## config.mk

```make
export PLATFORM = sky130hd
export DESIGN_NAME = timed_note_slot_scheduler_top_flat
export DESIGN_NICKNAME = d
export VERILOG_FILES = /design/src/design/tnss_pkg.sv /design/src/design/tnss_note_if.sv /design/src/design/tnss_evt_if.sv /design/src/design/tnss_ctrl.sv /design/src/design/tnss_dp.sv /design/src/design/timed_note_slot_scheduler_top.sv /design/src/flat_wrapper.sv
export SDC_FILE = /design/constraint.sdc
export NUM_CORES = 1
export LEC_CHECK = 0
export ABC_AREA = 1
export BUFFER_PORTS_ARGS = -buffer_cell sky130_fd_sc_hd__buf_2
export CAP_MARGIN = 30
export CORE_MARGIN = 10
export CORE_UTILIZATION = 40
export DETAILED_ROUTE_END_ITERATION = 16
export HOLD_SLACK_MARGIN = 0.06
export PLACE_DENSITY_LB_ADDON = 0.2
export SYNTH_ARGS = -nofsm -noshare
export SYNTH_HDL_FRONTEND = slang
export SYNTH_SLANG_ARGS = --single-unit
```

## constraint.sdc

```tcl
create_clock -name clk_i -period 17.5 [get_ports clk_i]
set_input_delay 5.25 -clock clk_i [delete_from_list [all_inputs] [get_ports clk_i]]
set_output_delay 5.25 -clock clk_i [all_outputs]
set_load 0.005 [all_outputs]
```

## src/design/tnss_pkg.sv

```systemverilog
package tnss_pkg;

  // ring geometry
  localparam int SLOT_COUNT = 16;
  localparam int SLOT_W     = (SLOT_COUNT > 1) ? $clog2(SLOT_COUNT) : 1;
  localparam int MAX_EVENTS = 32;
  localparam int CNT_W      = $clog2(MAX_EVENTS + 1);

  // field widths
  localparam int TIME_W  = 18;
  localparam int LEN_W   = 16;
  localparam int PITCH_W = 16;
  localparam int SOUND_W = 8;
  localparam int SLOTF_W = 4;

  // configuration port
  localparam int PADDR_W = 3;
  localparam int PDATA_W = 32;
  localparam logic REG_ONSET = 1'b0;
  localparam logic REG_TRANS = 1'b1;

  // item codes
  localparam logic FUNC_ADD  = 1'b0;
  localparam logic FUNC_TICK = 1'b1;
  localparam logic EV_START  = 1'b0;
  localparam logic EV_STOP   = 1'b1;

  typedef enum logic [2:0] {
    ST_IDLE,
    ST_ADD2,
    ST_READ,
    ST_EVAL,
    ST_STOP,
    ST_FLUSH
  } ctrl_state_e;

  // one stored slot
  typedef struct packed {
    logic [SOUND_W-1:0]        sound;
    logic [TIME_W-1:0]         start;
    logic [LEN_W-1:0]          length;
    logic signed [PITCH_W-1:0] pitch;
  } slot_t;

  // one event on its way out
  typedef struct packed {
    logic                      kind;
    logic [SLOTF_W-1:0]        slot;
    logic [SOUND_W-1:0]        sound;
    logic signed [PITCH_W-1:0] pitch;
  } event_t;

  typedef struct packed {
    logic load;
    logic wr_first;
    logic wr_second;
    logic idx_inc;
    logic push_start;
    logic push_stop;
    logic flush;
  } ctrl_cmd_t;

  typedef struct packed {
    logic func;
    logic vowel_only;
    logic eligible;
    logic do_start;
    logic do_stop;
    logic can_push;
    logic idx_last;
    logic pend_v;
  } dp_status_t;

endpackage

```

## src/design/tnss_note_if.sv

```systemverilog
interface tnss_note_if;
  logic                                        valid;
  logic                                        ready;
  logic                                        func;
  logic [tnss_pkg::TIME_W-1:0]                 now_time;
  logic [tnss_pkg::TIME_W-1:0]                 start_time;
  logic [tnss_pkg::LEN_W-1:0]                  note_length;
  logic signed [tnss_pkg::PITCH_W-1:0]         pitch;
  logic [tnss_pkg::SOUND_W-1:0]                onset_sound;
  logic [tnss_pkg::SOUND_W-1:0]                vowel_sound;
  logic                                        vowel_only;

  modport source (
    output valid, func, now_time, start_time, note_length, pitch,
           onset_sound, vowel_sound, vowel_only,
    input  ready
  );

  modport sink (
    input  valid, func, now_time, start_time, note_length, pitch,
           onset_sound, vowel_sound, vowel_only,
    output ready
  );
endinterface

```

## src/design/tnss_evt_if.sv

```systemverilog
interface tnss_evt_if;
  logic                                valid;
  logic                                ready;
  logic                                event_kind;
  logic [tnss_pkg::SLOTF_W-1:0]        slot;
  logic [tnss_pkg::SOUND_W-1:0]        sound;
  logic signed [tnss_pkg::PITCH_W-1:0] pitch_out;
  logic                                last;

  modport source (
    output valid, event_kind, slot, sound, pitch_out, last,
    input  ready
  );

  modport sink (
    input  valid, event_kind, slot, sound, pitch_out, last,
    output ready
  );
endinterface

```

## src/design/tnss_ctrl.sv

```systemverilog
module tnss_ctrl (
  input  logic                 clk_i,
  input  logic                 rst_ni,
  input  logic                 in_valid_i,
  output logic                 in_ready_o,
  input  tnss_pkg::dp_status_t sts_i,
  output tnss_pkg::ctrl_cmd_t  cmd_o
);

  tnss_pkg::ctrl_state_e state_q, state_d;

  // state register
  always_ff @(posedge clk_i or negedge rst_ni) begin
    if (!rst_ni) begin
      state_q <= tnss_pkg::ST_IDLE;
    end else begin
      state_q <= state_d;
    end
  end

  // next state and commands
  always_comb begin
    logic next_slot;
    next_slot  = 1'b0;
    state_d    = state_q;
    cmd_o      = '0;
    in_ready_o = 1'b0;
    case (state_q)
      tnss_pkg::ST_IDLE: begin
        in_ready_o = 1'b1;
        if (in_valid_i) begin
          cmd_o.load = 1'b1;
          if (sts_i.func == tnss_pkg::FUNC_ADD) begin
            cmd_o.wr_first = 1'b1;
            if (!sts_i.vowel_only) begin
              state_d = tnss_pkg::ST_ADD2;
            end
          end else begin
            state_d = tnss_pkg::ST_READ;
          end
        end
      end
      tnss_pkg::ST_ADD2: begin
        cmd_o.wr_second = 1'b1;
        state_d         = tnss_pkg::ST_IDLE;
      end
      tnss_pkg::ST_READ: begin
        state_d = tnss_pkg::ST_EVAL;
      end
      tnss_pkg::ST_EVAL: begin
        if (!sts_i.eligible) begin
          next_slot = 1'b1;
        end else if (sts_i.do_start) begin
          if (sts_i.can_push) begin
            cmd_o.push_start = 1'b1;
            if (sts_i.do_stop) begin
              state_d = tnss_pkg::ST_STOP;
            end else begin
              next_slot = 1'b1;
            end
          end
        end else if (sts_i.do_stop) begin
          state_d = tnss_pkg::ST_STOP;
        end else begin
          next_slot = 1'b1;
        end
      end
      tnss_pkg::ST_STOP: begin
        if (sts_i.can_push) begin
          cmd_o.push_stop = 1'b1;
          next_slot       = 1'b1;
        end
      end
      tnss_pkg::ST_FLUSH: begin
        if (sts_i.can_push) begin
          cmd_o.flush = 1'b1;
          state_d     = tnss_pkg::ST_IDLE;
        end
      end
      default: begin
        state_d = tnss_pkg::ST_IDLE;
      end
    endcase

    // advance the scan or finish the tick
    if (next_slot) begin
      if (sts_i.idx_last) begin
        state_d = tnss_pkg::ST_FLUSH;
      end else begin
        cmd_o.idx_inc = 1'b1;
        state_d       = tnss_pkg::ST_READ;
      end
    end
  end

endmodule

```

## src/design/tnss_dp.sv

```systemverilog
module tnss_dp (
  input  logic                           clk_i,
  input  logic                           rst_ni,
  tnss_note_if.sink                      note_i,
  tnss_evt_if.source                     evt_o,
  input  logic                           in_ready_i,
  input  logic [tnss_pkg::LEN_W-1:0]     onset_i,
  input  logic [tnss_pkg::LEN_W-1:0]     trans_i,
  input  tnss_pkg::ctrl_cmd_t            cmd_i,
  output tnss_pkg::dp_status_t           sts_o
);

  localparam int SW = tnss_pkg::SLOT_W;
  localparam int CW = tnss_pkg::CNT_W;

  // slot payload store
  tnss_pkg::slot_t mem [tnss_pkg::SLOT_COUNT];
  tnss_pkg::slot_t rd_q;

  logic [tnss_pkg::SLOT_COUNT-1:0] playing_q, playing_d;
  logic [tnss_pkg::SLOT_COUNT-1:0] started_q, started_d;
  logic [SW-1:0]                   wp_q, wp_d;
  logic [SW-1:0]                   idx_q, idx_d;
  logic [CW-1:0]                   cnt_q, cnt_d;
  logic [tnss_pkg::TIME_W-1:0]     now_q;
  tnss_pkg::slot_t                 vowel_q;

  tnss_pkg::event_t                pend_q, out_q, push_ev;
  logic                            pend_v_q, pend_v_d;
  logic                            out_v_q, out_v_d;
  logic                            out_last_q;
  logic                            out_free, push, load_out;

  // add item arithmetic
  logic [tnss_pkg::LEN_W-1:0]      first_len, vowel_len;
  logic [tnss_pkg::TIME_W-1:0]     vowel_start;
  logic                            len_short;
  tnss_pkg::slot_t                 wr_data;
  logic                            wr_en;

  assign len_short   = note_i.note_length < onset_i;
  assign first_len   = (note_i.vowel_only || len_short) ? note_i.note_length : onset_i;
  assign vowel_len   = (len_short ? '0 : note_i.note_length - onset_i) + trans_i;
  assign vowel_start = note_i.start_time + tnss_pkg::TIME_W'(onset_i)
                       - tnss_pkg::TIME_W'(trans_i);

  assign wr_en = cmd_i.wr_first | cmd_i.wr_second;
  always_comb begin
    if (cmd_i.wr_second) begin
      wr_data = vowel_q;
    end else begin
      wr_data.sound  = note_i.onset_sound;
      wr_data.start  = note_i.start_time;
      wr_data.length = first_len;
      wr_data.pitch  = note_i.pitch;
    end
  end

  // memory write at the write pointer, read at the scan index
  always_ff @(posedge clk_i) begin
    if (wr_en) begin
      mem[wp_q] <= wr_data;
    end
    rd_q <= mem[idx_q];
  end

  // latched item fields
  always_ff @(posedge clk_i) begin
    if (cmd_i.load) begin
      now_q          <= note_i.now_time;
      vowel_q.sound  <= note_i.vowel_sound;
      vowel_q.start  <= vowel_start;
      vowel_q.length <= vowel_len;
      vowel_q.pitch  <= note_i.pitch;
    end
  end

  // slot decision for the current scan index
  logic [1:0]                  need;
  logic [CW:0]                 cnt_need;
  logic [tnss_pkg::TIME_W:0]   stop_time;
  logic                        do_start, do_stop;

  assign do_start  = !started_q[idx_q];
  assign stop_time = (tnss_pkg::TIME_W+1)'(rd_q.start) + (tnss_pkg::TIME_W+1)'(rd_q.length);
  assign do_stop   = {1'b0, now_q} >= stop_time;
  assign need      = {1'b0, do_start} + {1'b0, do_stop};
  assign cnt_need  = (CW+1)'(cnt_q) + (CW+1)'(need);

  assign out_free = !out_v_q || evt_o.ready;

  always_comb begin
    sts_o.func       = note_i.func;
    sts_o.vowel_only = note_i.vowel_only;
    sts_o.eligible   = playing_q[idx_q] && (now_q >= rd_q.start) &&
                       (cnt_need <= (CW+1)'(tnss_pkg::MAX_EVENTS));
    sts_o.do_start   = do_start;
    sts_o.do_stop    = do_stop;
    sts_o.can_push   = !pend_v_q || out_free;
    sts_o.idx_last   = idx_q == SW'(tnss_pkg::SLOT_COUNT - 1);
    sts_o.pend_v     = pend_v_q;
  end

  // event built from the current slot
  assign push = cmd_i.push_start | cmd_i.push_stop;
  always_comb begin
    push_ev.slot = tnss_pkg::SLOTF_W'(idx_q);
    if (cmd_i.push_start) begin
      push_ev.kind  = tnss_pkg::EV_START;
      push_ev.sound = rd_q.sound;
      push_ev.pitch = rd_q.pitch;
    end else begin
      push_ev.kind  = tnss_pkg::EV_STOP;
      push_ev.sound = '0;
      push_ev.pitch = '0;
    end
  end

  // control state next values
  always_comb begin
    playing_d = playing_q;
    started_d = started_q;
    wp_d      = wp_q;
    idx_d     = idx_q;
    cnt_d     = cnt_q;
    pend_v_d  = pend_v_q;
    out_v_d   = out_v_q && !evt_o.ready;
    load_out  = 1'b0;

    if (wr_en) begin
      playing_d[wp_q] = 1'b1;
      started_d[wp_q] = 1'b0;
      wp_d = (wp_q == SW'(tnss_pkg::SLOT_COUNT - 1)) ? '0 : wp_q + SW'(1);
    end
    if (cmd_i.load && note_i.func == tnss_pkg::FUNC_TICK) begin
      idx_d = '0;
      cnt_d = '0;
    end
    if (cmd_i.idx_inc) begin
      idx_d = idx_q + SW'(1);
    end
    if (cmd_i.push_start) begin
      started_d[idx_q] = 1'b1;
    end
    if (cmd_i.push_stop) begin
      playing_d[idx_q] = 1'b0;
    end
    if (push) begin
      cnt_d    = cnt_q + CW'(1);
      pend_v_d = 1'b1;
    end
    if ((push || cmd_i.flush) && pend_v_q) begin
      load_out = 1'b1;
      out_v_d  = 1'b1;
    end
    if (cmd_i.flush) begin
      pend_v_d = 1'b0;
    end
  end

  always_ff @(posedge clk_i or negedge rst_ni) begin
    if (!rst_ni) begin
      playing_q <= '0;
      started_q <= '0;
      wp_q      <= '0;
      idx_q     <= '0;
      cnt_q     <= '0;
      pend_v_q  <= 1'b0;
      out_v_q   <= 1'b0;
    end else begin
      playing_q <= playing_d;
      started_q <= started_d;
      wp_q      <= wp_d;
      idx_q     <= idx_d;
      cnt_q     <= cnt_d;
      pend_v_q  <= pend_v_d;
      out_v_q   <= out_v_d;
    end
  end

  // pending event and output register
  always_ff @(posedge clk_i) begin
    if (push) begin
      pend_q <= push_ev;
    end
    if (load_out) begin
      out_q      <= pend_q;
      out_last_q <= cmd_i.flush;
    end
  end

  assign note_i.ready     = in_ready_i;
  assign evt_o.valid      = out_v_q;
  assign evt_o.event_kind = out_q.kind;
  assign evt_o.slot       = out_q.slot;
  assign evt_o.sound      = out_q.sound;
  assign evt_o.pitch_out  = out_q.pitch;
  assign evt_o.last       = out_last_q;

  // controller never pushes over an event that has nowhere to go
  a_push_room: assert property (@(posedge clk_i) disable iff (!rst_ni)
    (push || cmd_i.flush) |-> (!pend_v_q || out_free))
    else $error("event pushed while pending and output are both full");

  // a flush of a held event leaves it on the output marked last
  a_flush_last: assert property (@(posedge clk_i) disable iff (!rst_ni)
    (cmd_i.flush && pend_v_q) |=> (out_v_q && out_last_q && !pend_v_q))
    else $error("flushed event not shown as last");

  // the tick event count stays within the result limit
  a_cnt_bound: assert property (@(posedge clk_i) disable iff (!rst_ni)
    cnt_q <= CW'(tnss_pkg::MAX_EVENTS))
    else $error("event count over limit");

  // stop events only come from playing slots
  a_stop_playing: assert property (@(posedge clk_i) disable iff (!rst_ni)
    cmd_i.push_stop |-> playing_q[idx_q])
    else $error("stop event for an idle slot");

  // nothing is left pending when a new item is taken
  a_idle_clean: assert property (@(posedge clk_i) disable iff (!rst_ni)
    in_ready_i |-> !pend_v_q)
    else $error("item taken with an event still pending");

endmodule

```

## src/design/timed_note_slot_scheduler_top.sv

```systemverilog
// Timed note slot scheduler: a ring of tnss_pkg::SLOT_COUNT note slots. An add item writes one
// slot for a bare vowel and two for an onset syllable (one slot write per cycle into the slot
// store). A tick item scans the slots one at a time: each slot is read and then evaluated, a
// slot that emits a stop takes a further stop step, and a flush step closes the tick. The single
// read port of the slot store and the one-deep pending event stage set this step-by-step pace;
// the pending stage holds each event until the next one shows whether it is the last of the tick.
// Events leave through an output register, and the next item is taken while the final event of
// a tick still waits there. The onset length register sits at byte address 0 and the onset
// overlap register at 4.
module timed_note_slot_scheduler_top (
  input  logic                           clk_i,
  input  logic                           rst_ni,
  tnss_note_if.sink                      note_i,
  tnss_evt_if.source                     evt_o,
  input  logic                           psel,
  input  logic                           penable,
  input  logic                           pwrite,
  input  logic [tnss_pkg::PADDR_W-1:0]   paddr,
  input  logic [tnss_pkg::PDATA_W-1:0]   pwdata,
  output logic [tnss_pkg::PDATA_W-1:0]   prdata,
  output logic                           pready
);

  logic [tnss_pkg::LEN_W-1:0] onset_q, trans_q;
  logic                       cfg_wr, in_ready;
  logic                       reg_sel;
  tnss_pkg::ctrl_cmd_t        cmd;
  tnss_pkg::dp_status_t       sts;

  // configuration registers
  assign pready  = 1'b1;
  assign reg_sel = paddr[2];
  assign cfg_wr  = psel && penable && pwrite;

  always_ff @(posedge clk_i or negedge rst_ni) begin
    if (!rst_ni) begin
      onset_q <= tnss_pkg::LEN_W'(4);
      trans_q <= tnss_pkg::LEN_W'(1);
    end else if (cfg_wr) begin
      if (reg_sel == tnss_pkg::REG_ONSET) begin
        onset_q <= pwdata[tnss_pkg::LEN_W-1:0];
      end else begin
        trans_q <= pwdata[tnss_pkg::LEN_W-1:0];
      end
    end
  end

  // register read
  always_comb begin
    if (reg_sel == tnss_pkg::REG_ONSET) begin
      prdata = tnss_pkg::PDATA_W'(onset_q);
    end else begin
      prdata = tnss_pkg::PDATA_W'(trans_q);
    end
  end

  tnss_ctrl u_ctrl (
    .clk_i      (clk_i),
    .rst_ni     (rst_ni),
    .in_valid_i (note_i.valid),
    .in_ready_o (in_ready),
    .sts_i      (sts),
    .cmd_o      (cmd)
  );

  tnss_dp u_dp (
    .clk_i      (clk_i),
    .rst_ni     (rst_ni),
    .note_i     (note_i),
    .evt_o      (evt_o),
    .in_ready_i (in_ready),
    .onset_i    (onset_q),
    .trans_i    (trans_q),
    .cmd_i      (cmd),
    .sts_o      (sts)
  );

endmodule

```

## src/flat_wrapper.sv

```systemverilog
// flat-port wrapper written by rule: the top's interface ports become plain ports
module timed_note_slot_scheduler_top_flat 
  (clk_i, rst_ni, psel, penable, pwrite, paddr, pwdata, prdata, pready, note_i_valid, note_i_func, note_i_now_time, note_i_start_time, note_i_note_length, note_i_pitch, note_i_onset_sound, note_i_vowel_sound, note_i_vowel_only, note_i_ready, evt_o_valid, evt_o_event_kind, evt_o_slot, evt_o_sound, evt_o_pitch_out, evt_o_last, evt_o_ready);
  tnss_note_if note_i_i ();
  tnss_evt_if evt_o_i ();
  input  logic clk_i;
  input  logic rst_ni;
  input  logic psel;
  input  logic penable;
  input  logic pwrite;
  input  logic [tnss_pkg::PADDR_W-1:0] paddr;
  input  logic [tnss_pkg::PDATA_W-1:0] pwdata;
  output logic [tnss_pkg::PDATA_W-1:0] prdata;
  output logic pready;
  input wire logic [$bits(note_i_i.valid)-1:0] note_i_valid;
  input wire logic [$bits(note_i_i.func)-1:0] note_i_func;
  input wire logic [$bits(note_i_i.now_time)-1:0] note_i_now_time;
  input wire logic [$bits(note_i_i.start_time)-1:0] note_i_start_time;
  input wire logic [$bits(note_i_i.note_length)-1:0] note_i_note_length;
  input wire logic [$bits(note_i_i.pitch)-1:0] note_i_pitch;
  input wire logic [$bits(note_i_i.onset_sound)-1:0] note_i_onset_sound;
  input wire logic [$bits(note_i_i.vowel_sound)-1:0] note_i_vowel_sound;
  input wire logic [$bits(note_i_i.vowel_only)-1:0] note_i_vowel_only;
  output wire logic [$bits(note_i_i.ready)-1:0] note_i_ready;
  output wire logic [$bits(evt_o_i.valid)-1:0] evt_o_valid;
  output wire logic [$bits(evt_o_i.event_kind)-1:0] evt_o_event_kind;
  output wire logic [$bits(evt_o_i.slot)-1:0] evt_o_slot;
  output wire logic [$bits(evt_o_i.sound)-1:0] evt_o_sound;
  output wire logic [$bits(evt_o_i.pitch_out)-1:0] evt_o_pitch_out;
  output wire logic [$bits(evt_o_i.last)-1:0] evt_o_last;
  input wire logic [$bits(evt_o_i.ready)-1:0] evt_o_ready;
  assign note_i_i.valid = note_i_valid;
  assign note_i_i.func = note_i_func;
  assign note_i_i.now_time = note_i_now_time;
  assign note_i_i.start_time = note_i_start_time;
  assign note_i_i.note_length = note_i_note_length;
  assign note_i_i.pitch = note_i_pitch;
  assign note_i_i.onset_sound = note_i_onset_sound;
  assign note_i_i.vowel_sound = note_i_vowel_sound;
  assign note_i_i.vowel_only = note_i_vowel_only;
  assign note_i_ready = note_i_i.ready;
  assign evt_o_valid = evt_o_i.valid;
  assign evt_o_event_kind = evt_o_i.event_kind;
  assign evt_o_slot = evt_o_i.slot;
  assign evt_o_sound = evt_o_i.sound;
  assign evt_o_pitch_out = evt_o_i.pitch_out;
  assign evt_o_last = evt_o_i.last;
  assign evt_o_i.ready = evt_o_ready;
  timed_note_slot_scheduler_top u_core (.clk_i(clk_i), .rst_ni(rst_ni), .note_i(note_i_i), .evt_o(evt_o_i), .psel(psel), .penable(penable), .pwrite(pwrite), .paddr(paddr), .pwdata(pwdata), .prdata(prdata), .pready(pready));
endmodule
```

==> results of run 1 <==
logic make-up after synthesis:
group / synth area share (%)
flops: 69.8
fa+ha+maj: 3.55
buf+inv: 3.74
compound gates: 10.7
xor+xnor: 1.11
other cells: 0.0149
simple gates: 11.1
per-layer routing:
metal,global-route usage [%],vias up,routed length (µm)
li1,-,15400,-
met1,26.4,16200,61000
met2,31.0,1088,64100
met3,3.30,177,9590
met4,5.45,2,2830
met5,0,-,11
sequential cells by signal, indices dropped and copies added (netlist names):
| name | flops |
|---|---|
| u_core.u_dp.started_q | 16 |
| u_core.u_dp.wp_q | 4 |
| u_core.u_dp.evt_o.sound | 8 |
| u_core.u_dp.rd_q | 58 |
| u_core.u_dp.now_q | 18 |
| u_core.trans_q | 16 |
| u_core.u_dp.pend_v_q | 1 |
| u_core.u_dp.playing_q | 16 |
| u_core.u_dp.evt_o.valid | 1 |
| u_core.u_dp.pend_q | 29 |
| u_core.onset_q | 16 |
| u_core.u_ctrl.state_q | 3 |
| u_core.u_dp.evt_o.pitch_out | 16 |
| u_core.u_dp.cnt_q | 6 |
| u_core.u_dp.mem | 928 |
| u_core.u_dp.idx_q | 4 |
| u_core.u_dp.evt_o.event_kind | 1 |
| u_core.u_dp.vowel_q | 58 |
| u_core.u_dp.evt_o.slot | 4 |
| u_core.u_dp.evt_o.last | 1 |
stage by stage:
stage                     instances  cell area [µm²]  hold WS (ns)  power, W  utilization (%)
after global routing           6155            57300         0.412    0.0106             45.7
after floorplan                4278            50400         0.400   0.00621                -
after detailed placement       5916            53000         0.405   0.00734             42.2
after CTS                      6153            57200         0.406    0.0101             45.6
after global placement         5913            52900         0.401   0.00730             42.2
final                          6155            57300         0.404    0.0100             45.7
final cells by class:
cell class	count	area (µm²)	area share, %
Multi-Input combinational cell	2597	13400	23.4
Sequential cell	1204	35200	61.4
Tap cell	1650	2060	3.61
Clock buffer	179	3610	6.31
Inverter	242	952	1.66
Clock inverter	58	648	1.13
Timing Repair Buffer	225	1390	2.42
worst min path at each step:
stage | startpoint | endpoint | cells past startpoint
finish | u_core.u_dp.pend_q[20] | u_core.u_dp.evt_o.sound[4] | 0
global route | u_core.u_dp.pend_q[20] | u_core.u_dp.evt_o.sound[4] | 0
CTS | u_core.u_dp.pend_q[20] | u_core.u_dp.evt_o.sound[4] | 0
detailed placement | u_core.u_dp.pend_q[16] | u_core.u_dp.evt_o.sound[0] | 0
global placement | u_core.u_dp.pend_q[24] | u_core.u_dp.evt_o.slot[0] | 0
floorplan | u_core.u_dp.pend_q[28] | u_core.u_dp.evt_o.event_kind | 0
layout by cell type (no fill, tap or decap), types with 12 or more instances in the layout:
cell          n
inv_4        12
xor2_1       45
o21ai_0     609
inv_1       220
ha_1        111
fa_1         20
edfxtp_1   1063
nand2_1     616
dfxtp_1      58
clkinv_2     19
nor2_1      620
dfrtp_1      79
a21oi_1      92
buf_2       156
a32o_1       12
nand3_1      51
conb_1       17
clkbuf_16   133
nand4_1      68
o22ai_1     235
clkbuf_1     35
buf_4        63
xnor2_1      19
critical path, cell delays in order:
cell,delay (ns)
buf_2,0.39
o21ai_0,0.22
buf_2,0.17
power breakdown:
group          switching, W  total (W)  internal (W)
registers          0.000206    0.00402       0.00382
logic               0.00230    0.00326      0.000957
clock network       0.00113    0.00273       0.00160
total               0.00364     0.0100       0.00638
==> flow_summary.json, run 1 <==
{
  "run_status": "finished, final reports clean",
  "die_span_in_y_um": 375,
  "cellLeakagePower_nw": 20.8,
  "area_share_of_the_largest_cell_type_after_synthesis_pct": 63.4,
  "core_area_mm2": 0.125,
  "grt_pass1_vias": 31700,
  "grt_pass1_wl_mm": 204,
  "cts_repair_resize_count": 0,
  "rsz_0062_raised_after_global_routing": "no",
  "asyncSetResetFlopFracSynth_pct": 6.89,
  "detailroute.via_count": 32900,
  "port_buffers": 157,
  "clkLatencyLatePin_ns": 0.76,
  "place_congestion": 0.887,
  "post-synth-top-count-cell": "edfxtp_1",
  "syn_area_per_cell_um2": 11.8,
  "period_share_pct": 64.5,
  "total_wirelength_mm": 138,
  "period_minus_slack_ns": 11.28,
  "antenna_cells_inserted": 0,
  "final_antenna_net_count": 0,
  "yosys-top-cells-count": "1063 x edfxtp_1, 626 x nor2_1, 616 x nand2_1",
  "worst_setup_path_start_kind": "primary input",
  "max_slew.worst_pin.slew_ns": 1.06,
  "fp.dieW_um": 375,
  "post_synth_edffs": 1063,
  "drv.max_cap_violation_count": 0,
  "detailedPlacementHpwl_mm": 76.3,
  "pre_cts_slack_ns": 6.23,
  "clock_tree.root_cell": "clkbuf_16",
  "cts.repair_timing.setup_buffer_count": 0,
  "initial_antenna_violation_count": 2,
  "yosys_register_bits": 1204,
  "synth_top_cells_by_area": "edfxtp_1 63%, o21ai_0 6.1%, nor2_1 4.7%",
  "netlist_instances": 4263,
  "worst_supply_voltage_drop_on_vdd_mv": 0.106,
  "synth_sequential_area_ratio_pct": 69.8,
  "r2r_slack_ns": 10.04,
  "cp_max_fo": 34,
  "number_of_rows_created_at_floorplan": 130,
  "critical_path.reg2reg.startpoint": "u_core.u_dp.rd_q[18]",
  "drc_errors": 0,
  "cp.required_ns": 12.25,
  "power-per-cell-area_mw_per_mm2": 175,
  "timing.critical_path.to": "prdata[9]",
  "netlist.top_cell.by_area": "edfxtp_1",
  "number_of_hold_repair_buffers_added_at_the_cts_stage": 0,
  "rr_worst_depth": 35,
  "worstReg2RegEnd": "u_core.u_dp.evt_o.pitch_out[13]",
  "finalHoldViolations": 0,
  "ys_warn_count": 0,
  "cp_capture_type": "primary output",
  "worst_slew_margin_rel_pct": 29.6,
  "yosysUniqueCellTypes": 46,
  "io-pin-count": 193,
  "critical_path.startpoint": "paddr[2]",
  "timing.final.setup_violations": 0,
  "max_freq_mhz": 88.6,
  "grt_overflow": 0,
  "setup_total_negative_slack_ns": 0,
  "routed_wire_length_per_instance_um": 22.3,
  "synth_ff_type": "edfxtp_1",
  "fin_worst_skew_ns": 0.0349,
  "synth_area_mm2": 0.0504,
  "cts_tree": "yes",
  "initialDrtViolationCount": 2905,
  "tritoncts.num_buffers": 130,
  "grt.total_usage_pct": 19.1,
  "timing_worst_setup_path_type": "primary input to primary output",
  "die-area_mm2": 0.140,
  "cts.clk_slew.worst_paths_ns": 0.06,
  "drive_gt1_share_pct": 10.4,
  "holdCritPathClass": "flop to flop",
  "avgViaCountPerCell": 5.34,
  "syn_to_final_growth_pct": 13.7,
  "final_critical_path_setup_slack_ns": 6.22,
  "final-max-slew-violation-count": 0,
  "pin_count_of_the_biggest_net_entering_global_routing": 161,
  "timing.critical_path.arrival_ns": 6.03,
  "cts_num_sinks": 1204,
  "clk_path_buf_depth": 3,
  "fillers": 11400,
  "cts_max_level": 4,
  "starting_utilization_of_the_core_area_pct": 40.1,
  "final_nets": 4659,
  "dr.pass1.iters": 6
}
No activity file was read; power rests on OpenSTA's default activity.
==> inputs of run 2 (changes only) <==
==> constraint.sdc (replaced) <==
create_clock -name clk_i -period 10.5 [get_ports clk_i]
set_input_delay 3.15 -clock clk_i [delete_from_list [all_inputs] [get_ports clk_i]]
set_output_delay 3.15 -clock clk_i [all_outputs]
set_load 0.005 [all_outputs]
==> flow_summary.json, run 2 (synthesis gave the netlist of run 1 again) <==
{
  "critical_path.n_buffers_inverters": 7,
  "fillers": 11500,
  "most_numerous_cell_on_the_critical_path": "nand2_1",
  "power_frac_seq_pct": 40.4,
  "critPathSlowestCell": "inv_1",
  "run_status": "finished, final reports clean",
  "largest_register_ffs": 928,
  "grt_overflow": 0,
  "cts_repair_resize_count": 0,
  "number_of_hold_repair_buffers_added_at_the_cts_stage": 0,
  "grt_pass1_wl_mm": 206,
  "clock_tree.root_cell": "clkbuf_16",
  "initial_antenna_violation_count": 9,
  "max_slew.worst_pin.slew_ns": 1.02,
  "final_nets": 4649,
  "holdPathStages": 0,
  "timing_worst_setup_path_type": "flop to flop",
  "tritoncts.num_buffers": 120,
  "detailedPlacementHpwl_mm": 76.9,
  "timing.critical_path.slowest_cell_delay_ns": 0.61,
  "port_buffers": 157,
  "cp.required_ns": 10.97,
  "die_span_in_y_um": 375,
  "p_clk_share_pct": 26.0,
  "io-pin-count": 193,
  "number_of_rows_created_at_floorplan": 130,
  "cts_max_level": 3,
  "syn_to_final_growth_pct": 13.1,
  "period_minus_slack_ns": 7.44,
  "power-per-cell-area_mw_per_mm2": 289,
  "cts_tree": "yes",
  "clk_path_buf_depth": 3,
  "registers.top_by_ff_count": "u_core.u_dp.mem",
  "avgViaCountPerCell": 5.35,
  "max_freq_mhz": 134,
  "rr_worst_depth": 36,
  "cts.clk_slew.worst_paths_ns": 0.06,
  "fp.dieW_um": 375,
  "drive_gt1_share_pct": 9.94,
  "cts_num_sinks": 1204,
  "power.internal_w": 0.0104,
  "worst_supply_voltage_drop_on_vdd_mv": 0.196,
  "antenna_cells_inserted": 0,
  "fin_worst_skew_ns": 0.0519,
  "r2r_slack_ns": 3.06,
  "final-instance-count-excl-fill": 6146,
  "die-area_mm2": 0.140,
  "drv.max_cap_violation_count": 0,
  "worst_slew_margin_rel_pct": 32.2,
  "switching_share_pct": 36.9,
  "finalHoldViolations": 0,
  "cts.repair_timing.setup_buffer_count": 0,
  "cp_max_fo": 33,
  "pwr-share-comb_pct": 33.7,
  "most_common_cell_after_layout_fill_and_taps_aside": "edfxtp_1",
  "clkLatencyLatePin_ns": 0.77,
  "place_congestion": 0.868,
  "timing.critical_path.arrival_ns": 7.91,
  "timing.final.setup_violations": 0,
  "core_area_mm2": 0.125,
  "final_antenna_net_count": 0,
  "min_delay_worst_endpoint": "u_core.u_dp.evt_o.slot[2]",
  "p_switching_w": 0.00607,
  "rsz_0062_raised_after_global_routing": "no",
  "total_wirelength_mm": 138,
  "mostFrequentLayoutCells": "1063 x edfxtp_1, 620 x nor2_1, 616 x nand2_1",
  "final.hold.worst_slack_ns": 0.417,
  "cp_capture_type": "flop",
  "routed_wire_length_per_instance_um": 22.5,
  "critical_path.reg2reg.startpoint": "u_core.u_dp.rd_q[34]",
  "final_critical_path_setup_slack_ns": 3.06,
  "final-max-slew-violation-count": 0,
  "hold_path_startpoint": "u_core.u_dp.pend_q[26]",
  "worst_setup_path_start_kind": "flop",
  "placed_cells_incl_taps": 5918,
  "starting_utilization_of_the_core_area_pct": 40.1,
  "pre_cts_slack_ns": 2.98,
  "holdCritPathClass": "flop to flop",
  "drc_errors": 0,
  "cellLeakagePower_nw": 20.7,
  "pin_count_of_the_biggest_net_entering_global_routing": 197,
  "period_share_pct": 70.8,
  "largest_registers": "u_core.u_dp.mem: 928 flops, u_core.u_dp.rd_q: 58 flops, u_core.u_dp.vowel_q: 58 flops",
  "cpLargestDelayFamily": "buffers and inverters",
  "initialDrtViolationCount": 2912,
  "setup_total_negative_slack_ns": 0,
  "final_util_pct": 45.4,
  "worstReg2RegEnd": "u_core.u_dp.evt_o.pitch_out[8]",
  "dr.pass1.iters": 5,
  "detailroute.via_count": 32900,
  "grt.total_usage_pct": 19.3,
  "grt_pass1_vias": 31700
}
[run 2: worst reg2reg max path, delay by kind of cell, from the launching register on]
kind,cells,cell delay [ns]
compound gates,8,1.65
xor+xnor,1,0.10
fa+ha+maj,4,1.30
buf+inv,7,1.97
flops,1,0.32
simple gates,16,1.82
[run 2: area by class of cell]
type | instances | area, µm² | share of cell area [%]
clock buffer | 166 | 3290 | 5.77
clock inverter | 62 | 669 | 1.18
inverter | 242 | 952 | 1.67
multi-input combinational | 2597 | 13400 | 23.6
sequential | 1204 | 35200 | 61.8
tap | 1650 | 2060 | 3.63
timing repair buffer | 225 | 1370 | 2.40
[run 2: power groups by stage]
stage	Combinational [W]	Clock [W]	Sequential, W
2_1_floorplan	0.00373	0	0.00662
3_3_place_gp	0.00551	0	0.00672
3_5_place_dp	0.00556	0	0.00674
4_1_cts	0.00558	0.00435	0.00664
5_1_grt	0.00625	0.00454	0.00670
6_report	0.00554	0.00427	0.00664
[run 2: routing by layer]
layer	routed length (µm)	track usage [%]
met1	61600	26.5
met2	64900	31.6
met3	8500	3.44
met4	3190	4.56
met5	35	0
[run 2: worst max path at each step]
stage          depth (start not counted)                               to                 start
3_5_place_dp                          36  u_core.u_dp.evt_o.pitch_out[12]  u_core.u_dp.rd_q[34]
2_1_floorplan                          7            u_core.u_dp.mem[7][0]          note_i_valid
3_3_place_gp                          36  u_core.u_dp.evt_o.pitch_out[11]  u_core.u_dp.rd_q[34]
6_report                              36   u_core.u_dp.evt_o.pitch_out[8]  u_core.u_dp.rd_q[34]
4_1_cts                               36  u_core.u_dp.evt_o.pitch_out[12]  u_core.u_dp.rd_q[34]
5_1_grt                               36   u_core.u_dp.evt_o.pitch_out[8]  u_core.u_dp.rd_q[34]
[run 2: stage by stage]
| step | cell area (µm²) | power [W] |
|---|---|---|
| floorplan | 50400 | 0.0104 |
| global route | 56900 | 0.0175 |
| global placement | 52900 | 0.0122 |
| finish | 56900 | 0.0165 |
| CTS | 56900 | 0.0166 |
| detailed placement | 53000 | 0.0123 |
